## src/rtl/clp_pkg.sv

```systemverilog
`default_nettype none
// ----------------------------------------------------------------------------
// clp_pkg: shared definitions for the waveshaping clipper
// Widths, register codes, shaper constants and beat types for all stages.
// ----------------------------------------------------------------------------
package clp_pkg;

  localparam int SAMPLE_BITS = 24;
  localparam int ATAN_STEPS  = 16;
  localparam int FRAC        = SAMPLE_BITS - 1;

  localparam int CORDIC_ITERS  = (ATAN_STEPS > 24) ? 24 : ATAN_STEPS;
  localparam int CORDIC_STAGES = (CORDIC_ITERS + 1) / 2;

  // register file
  localparam int GAIN_W     = 16;
  localparam int CINV_W     = 24;
  localparam int CEIL_W     = 16;
  localparam int MODE_W     = 2;
  localparam int SOFT_W     = 13;
  localparam int CFG_DATA_W = 24;
  localparam int CFG_IDX_W  = 3;

  localparam logic [CFG_IDX_W-1:0] CFG_BYPASS    = 3'd0;
  localparam logic [CFG_IDX_W-1:0] CFG_BAND_GAIN = 3'd1;
  localparam logic [CFG_IDX_W-1:0] CFG_CEIL_INV  = 3'd2;
  localparam logic [CFG_IDX_W-1:0] CFG_CEILING   = 3'd3;
  localparam logic [CFG_IDX_W-1:0] CFG_WAVE_MODE = 3'd4;
  localparam logic [CFG_IDX_W-1:0] CFG_SOFTNESS  = 3'd5;

  localparam logic [MODE_W-1:0] MODE_HARD    = 2'd0;
  localparam logic [MODE_W-1:0] MODE_QUINTIC = 2'd1;
  localparam logic [MODE_W-1:0] MODE_ATAN    = 2'd2;

  // datapath widths
  localparam int M1_W    = SAMPLE_BITS + GAIN_W + 1;
  localparam int G_W     = SAMPLE_BITS + 5;
  localparam int M2_W    = G_W + CINV_W + 1;
  localparam int S_W     = 44;            // scaled sample, Q.30
  localparam int QS_W    = 32;            // in-range quintic input
  localparam int QP_W    = 33;            // quintic partial powers
  localparam int QPROD_W = QP_W + QS_W;
  localparam int COEF_W  = 28;
  localparam int QC_W    = COEF_W + QP_W;
  localparam int Y_W     = 34;            // shaped value, Q.30
  localparam int K_W     = 13;            // arctan slope, Q.12
  localparam int KP_W    = S_W + K_W + 1;
  localparam int C_W     = 48;            // CORDIC x/y
  localparam int Z_W     = 32;            // CORDIC angle
  localparam int OP_W    = Y_W + CEIL_W + 1;

  localparam int QUIN_LAT  = 6;
  localparam int SHAPE_LAT = 2 + CORDIC_STAGES;
  localparam int HQ_N      = SHAPE_LAT - QUIN_LAT + 1;

  localparam logic signed [S_W-1:0]    S_ONE      = S_W'(64'sd1 <<< 30);
  localparam logic signed [S_W-1:0]    QUIN_LIM   = S_W'(64'sd5 <<< 28);
  localparam logic signed [COEF_W-1:0] QUIN_COEF  = COEF_W'(87960930);
  localparam logic signed [Y_W-1:0]    Y_ONE      = Y_W'(64'sd1 <<< 30);
  localparam logic signed [C_W-1:0]    CORDIC_X0  = C_W'(64'sd1 <<< 30);

  typedef struct packed {
    logic                    bypass;
    logic [GAIN_W-1:0]       band_gain;
    logic [CINV_W-1:0]       ceiling_inverse;
    logic [CEIL_W-1:0]       ceiling;
    logic [MODE_W-1:0]       wave_mode;
    logic [SOFT_W-1:0]       softness;
  } cfg_t;

  typedef struct packed {
    logic                    valid;
    logic signed [S_W-1:0]   s;
    logic [SAMPLE_BITS-1:0]  raw;
  } scaled_beat_t;

  typedef struct packed {
    logic                    valid;
    logic signed [Y_W-1:0]   y;
    logic [SAMPLE_BITS-1:0]  raw;
  } shaped_beat_t;

  typedef struct packed {
    logic                    valid;
    logic [SAMPLE_BITS-1:0]  sample;
  } out_beat_t;

  // atan(2^-i), 2^30 per quarter turn
  function automatic logic signed [Z_W-1:0] atan_angle(input int i);
    logic signed [Z_W-1:0] a;
    case (i)
      0:  a = 32'sd536870912;
      1:  a = 32'sd316933406;
      2:  a = 32'sd167458907;
      3:  a = 32'sd85004756;
      4:  a = 32'sd42667331;
      5:  a = 32'sd21354465;
      6:  a = 32'sd10679838;
      7:  a = 32'sd5340245;
      8:  a = 32'sd2670163;
      9:  a = 32'sd1335087;
      10: a = 32'sd667544;
      11: a = 32'sd333772;
      12: a = 32'sd166886;
      13: a = 32'sd83443;
      14: a = 32'sd41722;
      15: a = 32'sd20861;
      16: a = 32'sd10430;
      17: a = 32'sd5215;
      18: a = 32'sd2608;
      19: a = 32'sd1304;
      20: a = 32'sd652;
      21: a = 32'sd326;
      22: a = 32'sd163;
      default: a = 32'sd81;
    endcase
    return a;
  endfunction

endpackage
`default_nettype wire

```

## src/rtl/clp_back.sv

```systemverilog
`default_nettype none
// ----------------------------------------------------------------------------
// clp_back: output scaling
// Multiply by the ceiling, round, saturate to the sample width, bypass mux.
// ----------------------------------------------------------------------------
module clp_back (
  input  wire logic                  clk,
  input  wire logic                  rst_n,
  input  wire logic                  en,
  input  wire clp_pkg::cfg_t         cfg,
  input  wire clp_pkg::shaped_beat_t din,
  output clp_pkg::out_beat_t         dout
);

  localparam logic signed [clp_pkg::OP_W-1:0] SAT_HI =
    (clp_pkg::OP_W'(1) <<< clp_pkg::FRAC) - clp_pkg::OP_W'(1);
  localparam logic signed [clp_pkg::OP_W-1:0] SAT_LO =
    -(clp_pkg::OP_W'(1) <<< clp_pkg::FRAC);

  logic [1:0]                          v_r;
  logic signed [clp_pkg::OP_W-1:0]     prod_r;
  logic [clp_pkg::SAMPLE_BITS-1:0]     raw_r;
  logic [clp_pkg::SAMPLE_BITS-1:0]     out_r, out_nxt;
  logic signed [clp_pkg::OP_W-1:0]     r;

  always_comb begin
    r = (prod_r + (clp_pkg::OP_W'(1) <<< (41 - clp_pkg::FRAC))) >>> (42 - clp_pkg::FRAC);
    if (cfg.bypass)        out_nxt = raw_r;
    else if (r > SAT_HI)   out_nxt = clp_pkg::SAMPLE_BITS'(SAT_HI);
    else if (r < SAT_LO)   out_nxt = clp_pkg::SAMPLE_BITS'(SAT_LO);
    else                   out_nxt = clp_pkg::SAMPLE_BITS'(r);
  end

  always_ff @(posedge clk) begin
    if (!rst_n) begin
      v_r <= '0;
    end else if (en) begin
      v_r <= {v_r[0], din.valid};
    end
  end

  always_ff @(posedge clk) begin
    if (en) begin
      prod_r <= clp_pkg::OP_W'(din.y) * clp_pkg::OP_W'($signed({1'b0, cfg.ceiling}));
      raw_r  <= din.raw;
      out_r  <= out_nxt;
    end
  end

  assign dout.valid  = v_r[1];
  assign dout.sample = out_r;

endmodule
`default_nettype wire

```

## config.mk

```make
export PLATFORM = sky130hd
export DESIGN_NAME = clp_back
export DESIGN_NICKNAME = d
export VERILOG_FILES = /design/src/rtl/clp_pkg.sv /design/src/rtl/clp_back.sv
export SDC_FILE = /design/constraint.sdc
export NUM_CORES = 1
export LEC_CHECK = 0
export ABC_AREA = 0
export BUFFER_PORTS_ARGS = -buffer_cell sky130_fd_sc_hd__buf_2
export CELL_PAD_IN_SITES_DETAIL_PLACEMENT = 1
export CELL_PAD_IN_SITES_GLOBAL_PLACEMENT = 2
export CORE_UTILIZATION = 44
export CTS_CLUSTER_SIZE = 40
export DETAILED_ROUTE_END_ITERATION = 6
export PLACE_DENSITY_LB_ADDON = 0.08
export SLEW_MARGIN = 20
export SYNTH_ARGS = -nofsm -noshare
export SYNTH_HDL_FRONTEND = slang
export SYNTH_SLANG_ARGS = --single-unit
```

## constraint.sdc

```tcl
create_clock -name clk -period 15.4 [get_ports clk]
set_input_delay 3.08 -clock clk [delete_from_list [all_inputs] [get_ports clk]]
set_output_delay 3.08 -clock clk [all_outputs]
set_load 0.01 [all_outputs]
```

# Yosys cells after proc, flatten, opt, wreduce, memory -nomap -nowiden
# Cells that the tools add are included.
[op_classes]
n_addsub = 1
n_mul = 1
n_div = 0
magnitude_cmp = 2
eq_ne = 0
shifts = 0
muxes = 3
bitwise = 0
reduce_logical = 0
[ops]
columns = ["cell", "n"]
rows = [
  ["two-way mux 24 bit", 3],
  ["adder 51 x 20 -> 51 bit, second input constant", 1],
  ["multiplier 34 x 17 -> 51 bit", 1],
  ["greater-than comparator 32 x 24 -> 1 bit, second input constant", 1],
  ["less-than comparator 32 x 24 -> 1 bit, second input constant", 1],
]
[totals]
register_bits = 101
latch_bits = 0
ramBits = 0
romBits = 0
output_inout_bits = 25
elab_cells = 11
memories = 0

# Logic depth before layout (Yosys ltp)
[depth]
depth_word = 5
ltp_mapped = 26

# Worst setup path after synthesis
# No wires, ideal clock.
[synth_timing]
kind = "input -> register"
startpoint = "in cfg[23] (netlist name)"
endpoint = "reg prod_r[43] (netlist name) (data pin)"
setup_time_ns = 0.265
arrival_ns = 8.997
t_required_ns = 15.135
path_slack_ns = 6.138
stages = 22
path_buffers = 3
path_cell_list = "clkbuf_1 > clkbuf_1 > nand2_1 > fa_1 > inv_1 > fa_1 > fa_1 > fa_1 > fa_1 > inv_1 > fa_1 > inv_1 > ha_1 > clkbuf_1 > nand2_1 > or4_1 > a2111oi_0 > nor3_1 > o21bai_1 > a21oi_1 > o21ai_0 > xor2_1"
[synth_via]
elab_chain_cells = 1
[synth_lines]
columns = ["item", "line_no", "rtl"]
rows = [
  ["start: declaration", "clp_back.sv:10", "input wire clp_pkg::cfg_t cfg,"],
  ["multiplier 34 x 17 -> 51 bit", "clp_back.sv:44", "prod_r <= clp_pkg::OP_W'(din.y) * clp_pkg::OP_W'($signed({1'b0, cfg.ceiling}));"],
  ["end signal: assignment", "clp_back.sv:44", ""],
  ["end: declaration", "clp_back.sv:21", "logic signed [clp_pkg::OP_W-1:0] prod_r;"],
]
# Every way passes these cells.
# A chain may end at the register's enable or synchronous reset.

# Final worst setup path
[layout_timing]
startpoint = "in cfg[22] (netlist name)"
endpoint = "reg prod_r[43] (netlist name) (data pin)"
# Same word-level chain as after synthesis.

==> results.toml <==
[timing]
worstMarginPinSlew_ns = 0.924
setup_slack_ns = 5.57
rsz0062_at_grt = "false"
slew_violations = 0
skew_ns = 0.00975
hold_violations = 0
period_share = 0.638
slew_headroom = 0.384
fin_setup_tns_ns = 0
period_needed_ns = 9.83
fmax_ghz = 0.102
setup_viol = 0

[floorplanning]
io-pin-count = 159
fp-row-count = 81
initial_core_util = 0.447
core_area_mm2 = 0.0490
fp.dieH_um = 225
die_x_um = 225
die-area_mm2 = 0.0506

[finish]
fin_cells = 3018
nNetsFinal = 3118
areaGrowthSynthToFinish_pct = 6.25
fillCellCount = 5709
diodes = 0
multi_input_area_mm2 = 0.0169
fin_area_mm2 = 0.0232
drive_above_1_share = 0.0671
seq_area_mm2 = 0.00247

[placed_design]
place_area_mm2 = 0.0229
routabilityCongestion = 0.819
port_buffers = 103
dp_hpwl_mm = 46.8
place_ws_ns = 5.25
dp.cells = 3001

[synth]
synthTopCellsByArea = "fa_1 (47%), edfxtp_1 (11%), inv_1 (9.6%)"
syn_area_mm2 = 0.0219
ys_warn_count = 0
synthArstFlopShare = 0
synth_area_per_cell_um2 = 9.41
synth.most_common_cell = "inv_1"
synth_nets = 3093
synth_common_cells = "inv_1 (562), fa_1 (515), nand2_1 (428)"
syn_inst = 2324
ys_seq_area_frac = 0.113
synth_ff_type = "edfxtp_1"
synth.distinct_cells = 60
ys_seq_elements = 83
synth.largest_area_cell = "fa_1"
synth_edf_count = 81
synth.top_cell.area_share = 0.472

[drt]
avgViaCountPerCell = 5.10
drt-initial-drc-count = 721
vias = 15400
wire_per_inst_um = 19.5
remaining_drc_errors = 0
antenna_left = 0
wirelength_mm = 58.7
dr.pass1.iters = 4

[worst_setup_path]
crit_start = "cfg[22]"
r2r_end = "out_r[4]"
critPathLaunchType = "input port"
path_max_fanout = 34
required_ns = 15.57
setup.worst_path.class = "in2reg"
reg2reg_slack_ns = 11.62
endpoint_kind = "register"
rr_worst_depth = 10
endpoint = "prod_r[43]"
arrival_ns = 10.00
reg2reg_from = "prod_r[27]"

[global_routing]
antenna_found_initial = 0
grt_pass1_vias = 18100
grt_overflow = 0
grt_usage = 0.250
grt_max_degree = 84
grt_pass1_wl_mm = 97.6

[clock_network]
insertion_delay_ns = 0.34
cts_hold_buf = 0
cts_buffer_depth = 2
cts_setup_buffers = 0
cts_max_level = 3
clk_pin_slew_ns = 0.07
cts_tree = "yes"
clock_tree.root_cell = "clkbuf_16"
numClockSinks = 83
cts_buffers = 9
cts-resized-gates = 0

[min_path]
hold_class = "reg2reg"

[job]
max_cap_viol_count = 0

[outcome]
status = "finished clean"
==> cell families after synthesis <==
family / synth area share
mux: 0.00183
xor+xnor: 0.0272
compound gates: 0.0416
fa+ha+maj: 0.540
flops: 0.113
simple gates: 0.160
buf+inv: 0.116
==> worst max-delay path, stage by stage <==
cell and delay, ns:
buf_2 0.65, and2_1 0.25, fa_1 0.41, inv_1 0.08
fa_1 0.45, fa_1 0.52, inv_1 0.06, fa_1 0.50
fa_1 0.49, inv_1 0.05, fa_1 0.52, inv_1 0.06
ha_1 0.45, nand2_1 0.12, or4_1 0.69, nor3_1 0.54
nor3_1 0.19, o21bai_1 0.23, a21oi_1 0.18, o21ai_0 0.24
xor2_1 0.21
==> registers in the layout, summed over array words and instances, names as in the netlist <==
| register | cells |
|---|---|
| v_r | 2 |
| out_r | 24 |
| raw_r | 24 |
| prod_r | 33 |
==> per-layer routing <==
layer / share of wire / global-route usage / wire length, um / vias up
met5: 0 / 0 / 0 / -
met3: 0.023 / 0.0147 / 1370 / 69
met2: 0.50 / 0.439 / 29300 / 215
met1: 0.46 / 0.341 / 26800 / 8236
met4: 0.022 / 0.0511 / 1280 / 0
li1: - / - / - / 6886
==> worst min-delay path by stage <==
stage,start,endpoint,slack (ns),depth (start not counted)
2_1_floorplan,v_r[0],v_r[0],0.48,2
3_3_place_gp,v_r[1],v_r[1],0.49,2
3_5_place_dp,v_r[0],v_r[0],0.52,2
4_1_cts,v_r[0],v_r[0],0.53,2
5_1_grt,raw_r[14],out_r[14],0.57,2
6_report,v_r[0],v_r[0],0.53,2
==> layout by cell type, fill, tap and decap left out, types with 6 or more instances in the layout <==
master,instances
inv_1,562
fa_1,515
nand2_1,428
and2_1,196
ha_1,120
buf_2,102
edfxtp_1,81
a21oi_1,47
xnor2_1,34
xor2_1,32
nand3_1,24
nor2_1,19
o21ai_0,18
o211ai_1,15
buf_4,15
nor3_1,14
a21o_1,13
nand4_1,11
o211ai_2,10
clkbuf_16,9
and3_1,7
nor4_1,6
==> layout make-up <==
cell class,instances,share of cell area
clock buffer,9,0.00970
clock inverter,7,0.00296
inverter,562,0.0908
multi-input combinational,1574,0.726
sequential,83,0.106
tap,664,0.0358
timing repair buffer,119,0.0285
==> per-stage QoR <==
step           utilization  hold slack (ns)
2_1_floorplan            -            0.482
3_3_place_gp         0.468            0.494
3_5_place_dp         0.468            0.515
4_1_cts              0.474            0.533
5_1_grt              0.475            0.565
6_report             0.475            0.528
Power is not shown: default switching activity piles up to over one toggle a cycle in this logic, so the estimate is an artifact.
