<file path="config.mk">
export PLATFORM = sky130hd
export DESIGN_NAME = clp_outbuf
export DESIGN_NICKNAME = d
export VERILOG_FILES = /design/src/rtl/clp_pkg.sv /design/src/rtl/clp_outbuf.sv
export SDC_FILE = /design/constraint.sdc
export NUM_CORES = 1
export LEC_CHECK = 0
export ABC_AREA = 1
export BUFFER_PORTS_ARGS = -buffer_cell sky130_fd_sc_hd__buf_2
export CORE_ASPECT_RATIO = 1.5
export CORE_MARGIN = 4
export CORE_UTILIZATION = 48
export CTS_BUF_LIST = sky130_fd_sc_hd__clkbuf_4
export DETAILED_ROUTE_END_ITERATION = 6
export HOLD_SLACK_MARGIN = 0.08
export PLACE_DENSITY = 0.77
export SLEW_MARGIN = 20
export SYNTH_ARGS = -nofsm -noshare
export SYNTH_HDL_FRONTEND = slang
export SYNTH_SLANG_ARGS = --single-unit
</file>
<file path="constraint.sdc">
create_clock -name clk -period 2.8 [get_ports clk]
set_input_delay 0.28 -clock clk [delete_from_list [all_inputs] [get_ports clk]]
set_output_delay 0.28 -clock clk [all_outputs]
set_load 0.02 [all_outputs]
</file>
<file path="src/rtl/clp_pkg.sv">
`default_nettype none
// ----------------------------------------------------------------------------
// clp_pkg: shared definitions for the waveshaping clipper
// Widths, register codes, shaper constants and beat types for all stages.
// ----------------------------------------------------------------------------
package clp_pkg;

  localparam int SAMPLE_BITS = 24;
  localparam int ATAN_STEPS  = 16;
  localparam int FRAC        = SAMPLE_BITS - 1;

  localparam int CORDIC_ITERS  = (ATAN_STEPS > 24) ? 24 : ATAN_STEPS;
  localparam int CORDIC_STAGES = (CORDIC_ITERS + 1) / 2;

  // register file
  localparam int GAIN_W     = 16;
  localparam int CINV_W     = 24;
  localparam int CEIL_W     = 16;
  localparam int MODE_W     = 2;
  localparam int SOFT_W     = 13;
  localparam int CFG_DATA_W = 24;
  localparam int CFG_IDX_W  = 3;

  localparam logic [CFG_IDX_W-1:0] CFG_BYPASS    = 3'd0;
  localparam logic [CFG_IDX_W-1:0] CFG_BAND_GAIN = 3'd1;
  localparam logic [CFG_IDX_W-1:0] CFG_CEIL_INV  = 3'd2;
  localparam logic [CFG_IDX_W-1:0] CFG_CEILING   = 3'd3;
  localparam logic [CFG_IDX_W-1:0] CFG_WAVE_MODE = 3'd4;
  localparam logic [CFG_IDX_W-1:0] CFG_SOFTNESS  = 3'd5;

  localparam logic [MODE_W-1:0] MODE_HARD    = 2'd0;
  localparam logic [MODE_W-1:0] MODE_QUINTIC = 2'd1;
  localparam logic [MODE_W-1:0] MODE_ATAN    = 2'd2;

  // datapath widths
  localparam int M1_W    = SAMPLE_BITS + GAIN_W + 1;
  localparam int G_W     = SAMPLE_BITS + 5;
  localparam int M2_W    = G_W + CINV_W + 1;
  localparam int S_W     = 44;            // scaled sample, Q.30
  localparam int QS_W    = 32;            // in-range quintic input
  localparam int QP_W    = 33;            // quintic partial powers
  localparam int QPROD_W = QP_W + QS_W;
  localparam int COEF_W  = 28;
  localparam int QC_W    = COEF_W + QP_W;
  localparam int Y_W     = 34;            // shaped value, Q.30
  localparam int K_W     = 13;            // arctan slope, Q.12
  localparam int KP_W    = S_W + K_W + 1;
  localparam int C_W     = 48;            // CORDIC x/y
  localparam int Z_W     = 32;            // CORDIC angle
  localparam int OP_W    = Y_W + CEIL_W + 1;

  localparam int QUIN_LAT  = 6;
  localparam int SHAPE_LAT = 2 + CORDIC_STAGES;
  localparam int HQ_N      = SHAPE_LAT - QUIN_LAT + 1;

  localparam logic signed [S_W-1:0]    S_ONE      = S_W'(64'sd1 <<< 30);
  localparam logic signed [S_W-1:0]    QUIN_LIM   = S_W'(64'sd5 <<< 28);
  localparam logic signed [COEF_W-1:0] QUIN_COEF  = COEF_W'(87960930);
  localparam logic signed [Y_W-1:0]    Y_ONE      = Y_W'(64'sd1 <<< 30);
  localparam logic signed [C_W-1:0]    CORDIC_X0  = C_W'(64'sd1 <<< 30);

  typedef struct packed {
    logic                    bypass;
    logic [GAIN_W-1:0]       band_gain;
    logic [CINV_W-1:0]       ceiling_inverse;
    logic [CEIL_W-1:0]       ceiling;
    logic [MODE_W-1:0]       wave_mode;
    logic [SOFT_W-1:0]       softness;
  } cfg_t;

  typedef struct packed {
    logic                    valid;
    logic signed [S_W-1:0]   s;
    logic [SAMPLE_BITS-1:0]  raw;
  } scaled_beat_t;

  typedef struct packed {
    logic                    valid;
    logic signed [Y_W-1:0]   y;
    logic [SAMPLE_BITS-1:0]  raw;
  } shaped_beat_t;

  typedef struct packed {
    logic                    valid;
    logic [SAMPLE_BITS-1:0]  sample;
  } out_beat_t;

  // atan(2^-i), 2^30 per quarter turn
  function automatic logic signed [Z_W-1:0] atan_angle(input int i);
    logic signed [Z_W-1:0] a;
    case (i)
      0:  a = 32'sd536870912;
      1:  a = 32'sd316933406;
      2:  a = 32'sd167458907;
      3:  a = 32'sd85004756;
      4:  a = 32'sd42667331;
      5:  a = 32'sd21354465;
      6:  a = 32'sd10679838;
      7:  a = 32'sd5340245;
      8:  a = 32'sd2670163;
      9:  a = 32'sd1335087;
      10: a = 32'sd667544;
      11: a = 32'sd333772;
      12: a = 32'sd166886;
      13: a = 32'sd83443;
      14: a = 32'sd41722;
      15: a = 32'sd20861;
      16: a = 32'sd10430;
      17: a = 32'sd5215;
      18: a = 32'sd2608;
      19: a = 32'sd1304;
      20: a = 32'sd652;
      21: a = 32'sd326;
      22: a = 32'sd163;
      default: a = 32'sd81;
    endcase
    return a;
  endfunction

endpackage
`default_nettype wire

</file>
<file path="src/rtl/clp_outbuf.sv">
`default_nettype none
// ----------------------------------------------------------------------------
// clp_outbuf: output register with skid entry
// Holds a waiting beat while the pipeline delivers one more; pipeline runs
// whenever the skid entry is free.
// ----------------------------------------------------------------------------
module clp_outbuf (
  input  wire logic                                clk,
  input  wire logic                                rst_n,
  input  wire clp_pkg::out_beat_t                  din,
  output logic                                     ready,
  output logic                                     out_valid,
  input  wire logic                                out_ready,
  output logic [clp_pkg::SAMPLE_BITS-1:0]          out_sample
);

  logic                              main_v_r, skid_v_r;
  logic [clp_pkg::SAMPLE_BITS-1:0]   main_d_r, skid_d_r;
  logic                              push, pop;

  assign ready = !skid_v_r;
  assign push  = din.valid && !skid_v_r;
  assign pop   = main_v_r && out_ready;

  always_ff @(posedge clk) begin
    if (!rst_n) begin
      main_v_r <= 1'b0;
      skid_v_r <= 1'b0;
    end else begin
      if (pop && skid_v_r) begin
        skid_v_r <= 1'b0;
      end else if (push && (pop || !main_v_r)) begin
        main_v_r <= 1'b1;
      end else if (push) begin
        skid_v_r <= 1'b1;
      end else if (pop) begin
        main_v_r <= 1'b0;
      end
    end
  end

  always_ff @(posedge clk) begin
    if (pop && skid_v_r) begin
      main_d_r <= skid_d_r;
    end else if (push && (pop || !main_v_r)) begin
      main_d_r <= din.sample;
    end
    if (push && main_v_r && !pop) begin
      skid_d_r <= din.sample;
    end
  end

  assign out_valid  = main_v_r;
  assign out_sample = main_d_r;

  a_skid_behind_main: assert property (@(posedge clk) disable iff (!rst_n)
    skid_v_r |-> main_v_r)
    else $error("skid entry holds a beat while output register is empty");

  a_skid_fill_on_stall: assert property (@(posedge clk) disable iff (!rst_n)
    $rose(skid_v_r) |-> $past(main_v_r && !out_ready))
    else $error("skid entry filled without an output stall");

  a_skid_drain: assert property (@(posedge clk) disable iff (!rst_n)
    (skid_v_r && out_ready) |=> (main_v_r && !skid_v_r))
    else $error("skid entry not moved to output register on pop");

endmodule
`default_nettype wire

</file>
## Word level (Yosys, flattened, before mapping)

Cells that the tools add are included.

| storage, ports and cells | value |
|---|---|
| flip-flop bits (word level) | 50 |
| bits of input ports | 28 |
| output and inout bits | 26 |
| word-level logic and storage cells | 28 |

| operators by class | value |
|---|---|
| eq/ne operators | 1 |
| mux-type cells | 5 |
| bitwise operators | 3 |
| reductions and logical operators | 15 |

Operators with widths:

| cell | count |
|---|---|
| $mux W24 | 2 |
| $logic_and A1 B1 Y1 | 6 |
| $reduce_bool A2 Y1 | 2 |
| $logic_not A1 Y1 | 3 |
| $mux W1 | 3 |
| $not A1 Y1 | 3 |
| $reduce_and A3 Y1 | 1 |
| $ne A2 B1 Y1 const B | 1 |
| $reduce_and A2 Y1 | 1 |
| $reduce_or A2 Y1 | 1 |
| $logic_or A1 B1 Y1 | 1 |

## Logic depth before layout (Yosys ltp)

Gate-level depths: netlist of run 1.

| logic depth | value |
|---|---|
| word-level depth | 5 |
| mapped depth | 5 |

## Least setup slack after synthesis of run 1

Ideal clock, no wire load.

| timing | value |
|---|---|
| path type | register to register |
| start | reg skid_v_r |
| end | reg main_d_r, in the netlist out_sample[0], enable pin |
| library setup time | 0.438 ns |
| data arrival time | 2.358 ns |
| required time | 2.362 ns |
| setup slack | 0.003 ns |
| stages on the path, launching flop included | 4 |
| path buffers | 0 |
| period minus slack after synthesis | 2.797 ns |
| cell sequence | dfxtp_1 > inv_1 > nand2_1 > o21ai_0 |

| on the way | value |
|---|---|
| longest elaborated chain between the ends | 4 |

Ends and longest elaborated chain:

| what | RTL line | text |
|---|---|---|
| start: declaration | clp_outbuf.sv:17 | `logic main_v_r, skid_v_r;` |
| start signal: assignment | clp_outbuf.sv:28 | `skid_v_r <= 1'b0;` |
| start signal: assignment | clp_outbuf.sv:31 | `skid_v_r <= 1'b0;` |
| start signal: assignment | clp_outbuf.sv:35 | `skid_v_r <= 1'b1;` |
| $logic_not A1 Y1 | - |  |
| via ready | clp_outbuf.sv:11 | `output logic ready,` |
| $logic_and A1 B1 Y1 | clp_outbuf.sv:22 | `assign push = din.valid && !skid_v_r;` |
| $logic_and A1 B1 Y1 | clp_outbuf.sv:45 | `end else if (push && (pop \|\| !main_v_r)) begin` |
| $reduce_bool A2 Y1 (no source line) | - |  |
| end signal: assignment | clp_outbuf.sv:44 | `main_d_r <= skid_d_r;` |
| end signal: assignment | clp_outbuf.sv:46 | `main_d_r <= din.sample;` |
| end: declaration | clp_outbuf.sv:18 | `logic [clp_pkg::SAMPLE_BITS-1:0] main_d_r, skid_d_r;` |

The timed path passes the listed nets, and every way through them passes these cells.
A chain may end at the register's enable or synchronous reset.

## Final worst setup path of run 1

| timing | value |
|---|---|
| start | reg main_v_r, in the netlist out_valid |
| end | reg main_d_r, in the netlist out_sample[10], enable pin |

| on the way | value |
|---|---|
| longest elaborated chain between the ends | 4 |

Ends and longest elaborated chain:

| what | RTL line | text |
|---|---|---|
| start: declaration | clp_outbuf.sv:17 |  |
| start signal: assignment | clp_outbuf.sv:27 | `main_v_r <= 1'b0;` |
| start signal: assignment | clp_outbuf.sv:33 | `main_v_r <= 1'b1;` |
| start signal: assignment | clp_outbuf.sv:37 | `main_v_r <= 1'b0;` |
| $logic_and A1 B1 Y1 / $logic_not A1 Y1 (equally long branches) | clp_outbuf.sv:23, clp_outbuf.sv:45 |  |
| $logic_or A1 B1 Y1 | clp_outbuf.sv:45 |  |
| $logic_and A1 B1 Y1 | clp_outbuf.sv:45 |  |
| $reduce_bool A2 Y1 (no source line) * | - |  |

Every way passes the cells marked *; elsewhere a longest branch is shown, timed or not.

==> results.cfg, run 1 <==
[synth]
yosys_warnings = 0
avgSynthCellArea_um2 = 14.0
synth_area_leader_cell = edfxtp_1
synth.distinct_cells = 11
ys_seq_area_share_pct = 73.7
synth-seq-cells = 50
synth_top_area_share_pct = 71.7
yosysMostFrequentCell = edfxtp_1
synth_nets = 172
synthFlopType = edfxtp_1
synth_cells = 144
netlist_area_um2 = 2010
synth_edf_count = 48
async_flop_share_pct = 0
netlist_top_cells_count = edfxtp_1 (48), inv_1 (30), nand2_1 (29)
yosys-top-cells-area = edfxtp_1 (72%), o21ai_2 (10%), inv_1 (5.6%)

[grt]
first_global_vias = 1154
grt_pass1_wl_mm = 5.18
grt_max_degree = 27
grt-ovfl-total = 0
groute.usage.overall_pct = 13.6
grt_antenna_before_repair = 0

[timing]
period_needed_ns = 1.70
skew_ns = 0.00875
drv_slew = 0
timing.hold.ws_ns = 0.114
fmax_ghz = 0.587
finalSetupViolations = 0
slew-limit-headroom_pct = 67.0
fin_crit_sh_pct = 60.9
rsz0062_at_grt = no
worst_pin_slew_ns = 0.494
hold_violations = 0
finalSetupTns_ns = 0

[place]
dp_hpwl_mm = 2.45
gp_congestion = 0.761
place.port_buffers = 53

[critical_path]
worstPathArrival_ns = 1.75
start_kind = flop
critPathKind = reg2reg
cp.required_ns = 2.85
worstPathMaxFanout = 26
cp-end-kind = flop

[floorplanning]
fp-row-count = 28
initial_core_util_pct = 50.3
die-height_um = 87.2
io_pins = 54
die_x_um = 60.8
core-area_um2 = 3990
die-area_um2 = 5310

[cells_and_area]
diodes = 0
layout.nets = 231
layout-drive-gt1-share_pct = 43.6
area_growth_pct = 17.7

[routing]
first_pass_iters = 4
routed-via-count = 1175
wire_per_inst_um = 12.8
ant_nets = 0
drtIter0Drc = 16
wl_mm = 3.19
route.detailed.drc = 0
drt-vias-per-instance = 4.72

[power]
power_density_nw_per_um2 = 552
peakVddDrop_v = 0.000361
p_leak_nw = 1.06

[clock_network]
numClockSinks = 50
clk-insertion-delay-late_ns = 0.35
cts_root_buf = clkbuf_4
cts_setup_buffers = 0
clk_pin_slew_ns = 0.13
cts_tree = yes
htreeDepth = 2
cts_buffers = 5
clock_path_buffers = 2

[outcome]
status = completed

[run]
max_cap_viol_count = 0

[worst_hold_path]
hp-class = in2reg
## where the power goes
| part | internal (mW) | switching, mW |
|---|---|---|
| clock | 0.0937 | 0.202 |
| sequential | 0.861 | 0.00936 |
| combinational | 0.0502 | 0.0905 |
## cell type report
type                            count  area, um^2
Fill cell                         329        1630
Sequential cell                    50        1480
Multi-Input combinational cell     59         363
Timing Repair Buffer               57         298
Inverter                           30         113
Tap cell                           45        56.3
Clock buffer                        5        37.5
Clock inverter                      3        16.3
## final timing paths
| kind | slack, ns | cells after the start | from | end |
|---|---|---|---|---|
| max | 1.10 | 3 | out_valid$_SDFFE_PN0P_ | out_sample[10]$_DFFE_PP_ |
| min | 0.11 | 1 | din[6] | skid_d_r[6]$_DFFE_PP_ |
| max reg2reg | 1.10 | 3 | out_valid$_SDFFE_PN0P_ | out_sample[10]$_DFFE_PP_ |
| min reg2reg | 0.56 | 2 | skid_v_r$_SDFFE_PP0P_ | skid_v_r$_SDFFE_PP0P_ |
## timing repair
item / in CTS / in global routing
hold buffers: 0 / 1
resized for setup: 0 / 0
hold endpoints to repair: 0 / 1
## critical path, cell delays in order (launching register included)
cell	delay (ns)
dfxtp_1	0.43
nand3_4	0.31
o21ai_2	0.33
buf_4	0.33
## cell usage in the layout (no fill, tap or decap), drive strengths merged
| cell type | instances |
|---|---|
| a21oi | 1 |
| buf | 56 |
| clkbuf | 5 |
| clkinv | 2 |
| clkinvlp | 1 |
| dfxtp | 2 |
| dlygate4sd3 | 1 |
| edfxtp | 48 |
| inv | 30 |
| nand2 | 29 |
| nand3 | 2 |
| nor2 | 2 |
| o21ai | 25 |
## stage by stage
stage	setup WS [ns]	util [%]	instance area, um^2	power, mW	std cells
after floorplan	0.00330	-	2010	0.970	144
after global placement	1.13	57.6	2300	1.03	240
after detailed placement	1.09	57.6	2300	1.03	240
after CTS	1.07	59.0	2350	1.32	248
after global routing	0.961	59.2	2360	1.37	249
final	1.10	59.2	2360	1.31	249
## routing by layer
metal  GRT usage, %  part of all wire [%]  wire length [um]
met1           15.2                    37              1180
met2           23.5                    55              1750
met3           3.71                   5.9               189
met4           5.92                   1.9                62
met5              0                     0                 0
## cell families after synthesis
group,synth area share (%)
simple gates,6.91
flops,73.7
buf+inv,8.41
compound gates,11.0
## state kept, by name (all words and copies together), names as in the netlist
register	count
out_valid	1
out_sample	24
skid_d_r	24
skid_v_r	1
Note: power is estimated with default switching activity, not from simulation.
==> run 2, diff against run 1 <==
--- a/config.mk
+++ b/config.mk
@@ -5,7 +5,7 @@
 export SDC_FILE = /design/constraint.sdc
 export NUM_CORES = 1
 export LEC_CHECK = 0
-export ABC_AREA = 1
+export ABC_AREA = 0
 export BUFFER_PORTS_ARGS = -buffer_cell sky130_fd_sc_hd__buf_2
 export CORE_ASPECT_RATIO = 1.5
 export CORE_MARGIN = 4
==> constraint.sdc (replaced) <==
create_clock -name clk -period 1.5 [get_ports clk]
set_input_delay 0.15 -clock clk [delete_from_list [all_inputs] [get_ports clk]]
set_output_delay 0.15 -clock clk [all_outputs]
set_load 0.02 [all_outputs]
==> results.cfg, run 2 <==
[power]
combPwrFrac_pct = 13.4
sw_frac_of_total_pct = 22.7
p_leak_nw = 1.09
power.net_switching_mw = 0.578
pwr-share-seq_pct = 64.1
intPower_mw = 1.97
power_density_nw_per_um2 = 973
peakVddDrop_v = 0.000881
p_clk_share_pct = 22.5

[synth]
yosys_warnings = 0
synth.distinct_cells = 14
synth_nets = 117
yosys-top-cells-area = edfxtp_1 (75%), mux2_4 (16%), mux2_2 (2.3%)
yosysMostFrequentCell = edfxtp_1
synth_edf_count = 48
ys_seq_area_share_pct = 76.9
async_flop_share_pct = 0
avgSynthCellArea_um2 = 21.6
synth-seq-cells = 50
synth_cells = 89
synth_area_leader_cell = edfxtp_1
synthFlopType = edfxtp_1
synth_top_area_share_pct = 74.9
netlist_area_um2 = 1930
netlist_top_cells_count = edfxtp_1 (48), mux2_4 (20), mux2_2 (4), nand2_1 (4)

[routing]
routed-via-count = 1083
drt-vias-per-instance = 4.92
wire_per_inst_um = 16.3
drtIter0Drc = 26
wl_mm = 3.58
ant_nets = 0
first_pass_iters = 3
route.detailed.drc = 0

[place]
gp_congestion = 0.703
dp_hpwl_mm = 2.56
place.port_buffers = 53

[grt]
grt-ovfl-total = 0
groute.usage.overall_pct = 15.1
grt_antenna_before_repair = 0
first_global_vias = 1195
grt_pass1_wl_mm = 5.66
grt_max_degree = 25

[clock_network]
numClockSinks = 50
clock_path_buffers = 2
cts_tree = yes
cts_buffers = 5
postCtsResizedCells = 0
htreeDepth = 2
clk_pin_slew_ns = 0.12
clk-insertion-delay-late_ns = 0.35
cts_root_buf = clkbuf_4

[floorplanning]
die-area_um2 = 5110
io_pins = 54
die_x_um = 59.7
die-height_um = 85.6
fp-row-count = 27
core-area_um2 = 3780
initial_core_util_pct = 50.9

[critical_path]
startpoint = out_valid$_SDFFE_PN0P_
rr_startpoint = out_valid$_SDFFE_PN0P_
path_buf_inv = 1
r2r_end = out_sample[0]$_DFFE_PP_
cp-end-kind = flop
worstPathArrival_ns = 1.40
slowest_delay_ns = 0.40
worstPathMaxFanout = 11
r2r_slack_ns = 0.20
r2r_cells = 3
crit_chain = nand3_4 -> buf_4 -> mux2_2
cp.required_ns = 1.61
crit_path_top_delay_cell = dfxtp_4
critPathKind = reg2reg
start_kind = flop
crit_family = flip-flops
endpoint = out_sample[0]$_DFFE_PP_
cp.depth = 3

[worst_hold_path]
hp-class = in2reg

[timing]
slew-limit-headroom_pct = 88.2
timing.hold.ws_ns = 0.114
hold_violations = 0
period_needed_ns = 1.30
skew_ns = 0.0114
fmax_ghz = 0.772
fin_crit_sh_pct = 86.4
finalSetupViolations = 0
finalSetupTns_ns = 0
rsz0062_at_grt = no
worst_pin_slew_ns = 0.176
drv_slew = 0

[outcome]
status = completed

[run]
max_cap_viol_count = 0

[cells_and_area]
mostFrequentLayoutCell = buf_2
diodes = 0
most-common-layout-cells = buf_2 (53), edfxtp_1 (48), dlygate4sd3_1 (25)
area_growth_pct = 36.3
layout-drive-gt1-share_pct = 54.2
layout.nets = 205
run 2: final cells by class:
type	instances	area [um^2]
inverters	2	12.5
repair buffers	83	578
flip-flops and latches	50	1490
clock inverters	1	7.51
clock buffers	6	45.0
well taps	43	53.8
multi-input cells	35	438
fillers	251	1160
run 2: worst min path at each step:
stage,startpoint,to,slack [ns],cells after the start
floorplan,din[0],skid_d_r[0]$_DFFE_PP_,0.25,0
global placement,din[22],skid_d_r[22]$_DFFE_PP_,0.34,1
detailed placement,din[22],skid_d_r[22]$_DFFE_PP_,0.35,1
CTS,din[24],skid_v_r$_SDFFE_PP0P_,0.1,3
global route,din[24],skid_v_r$_SDFFE_PP0P_,0.10,3
finish,din[24],skid_v_r$_SDFFE_PP0P_,0.11,3
run 2: cells by family (layout without fill, tap and decap cells):
family	after synthesis	count (layout)	share of synthesized area, %
simple gates	7	7	2.27
flops	50	50	76.9
buf+inv	4	92	1.56
mux	24	24	17.9
compound gates	4	4	1.30
run 2: what timing repair did:
action	4_1_cts	5_1_grt
hold buffers	25	0
endpoints found under the hold margin	26	0
setup endpoints to repair	0	0
buffers inserted	0	0
run 2: worst reg2reg max path, cell delays in order, from the launching register on:
cell and delay [ns]:
dfxtp_4 0.40, nand3_4 0.09, buf_4 0.22, mux2_2 0.36
run 2: layer usage:
layer / track usage (%) / part of all wire [%] / wire length (um)
met3: 4.07 / 5.5 / 196
met5: 0 / 0 / 0
met2: 27.1 / 57 / 2030
met1: 16.2 / 36 / 1280
met4: 6.25 / 2.0 / 73
run 2: per-stage QoR:
step                cell area [um^2]  power (mW)  setup slack (ns)  util (%)  instances
finish                          2620        2.55             0.204      69.3        220
global route                    2620        2.68             0.159      69.3        220
CTS                             2620        2.58             0.199      69.3        220
detailed placement              2320        1.97             0.208      61.3        188
global placement                2320        1.95             0.240      61.3        188
floorplan                       1960        1.83            -0.140         -         89
run 2: power by group through the flow:
| stage | sequential (mW) | combinational (mW) | clock, mW |
|---|---|---|---|
| 2_1_floorplan | 1.73 | 0.0972 | 0 |
| 3_3_place_gp | 1.66 | 0.283 | 0 |
| 3_5_place_dp | 1.67 | 0.296 | 0 |
| 4_1_cts | 1.64 | 0.346 | 0.599 |
| 5_1_grt | 1.64 | 0.367 | 0.668 |
| 6_report | 1.64 | 0.343 | 0.573 |
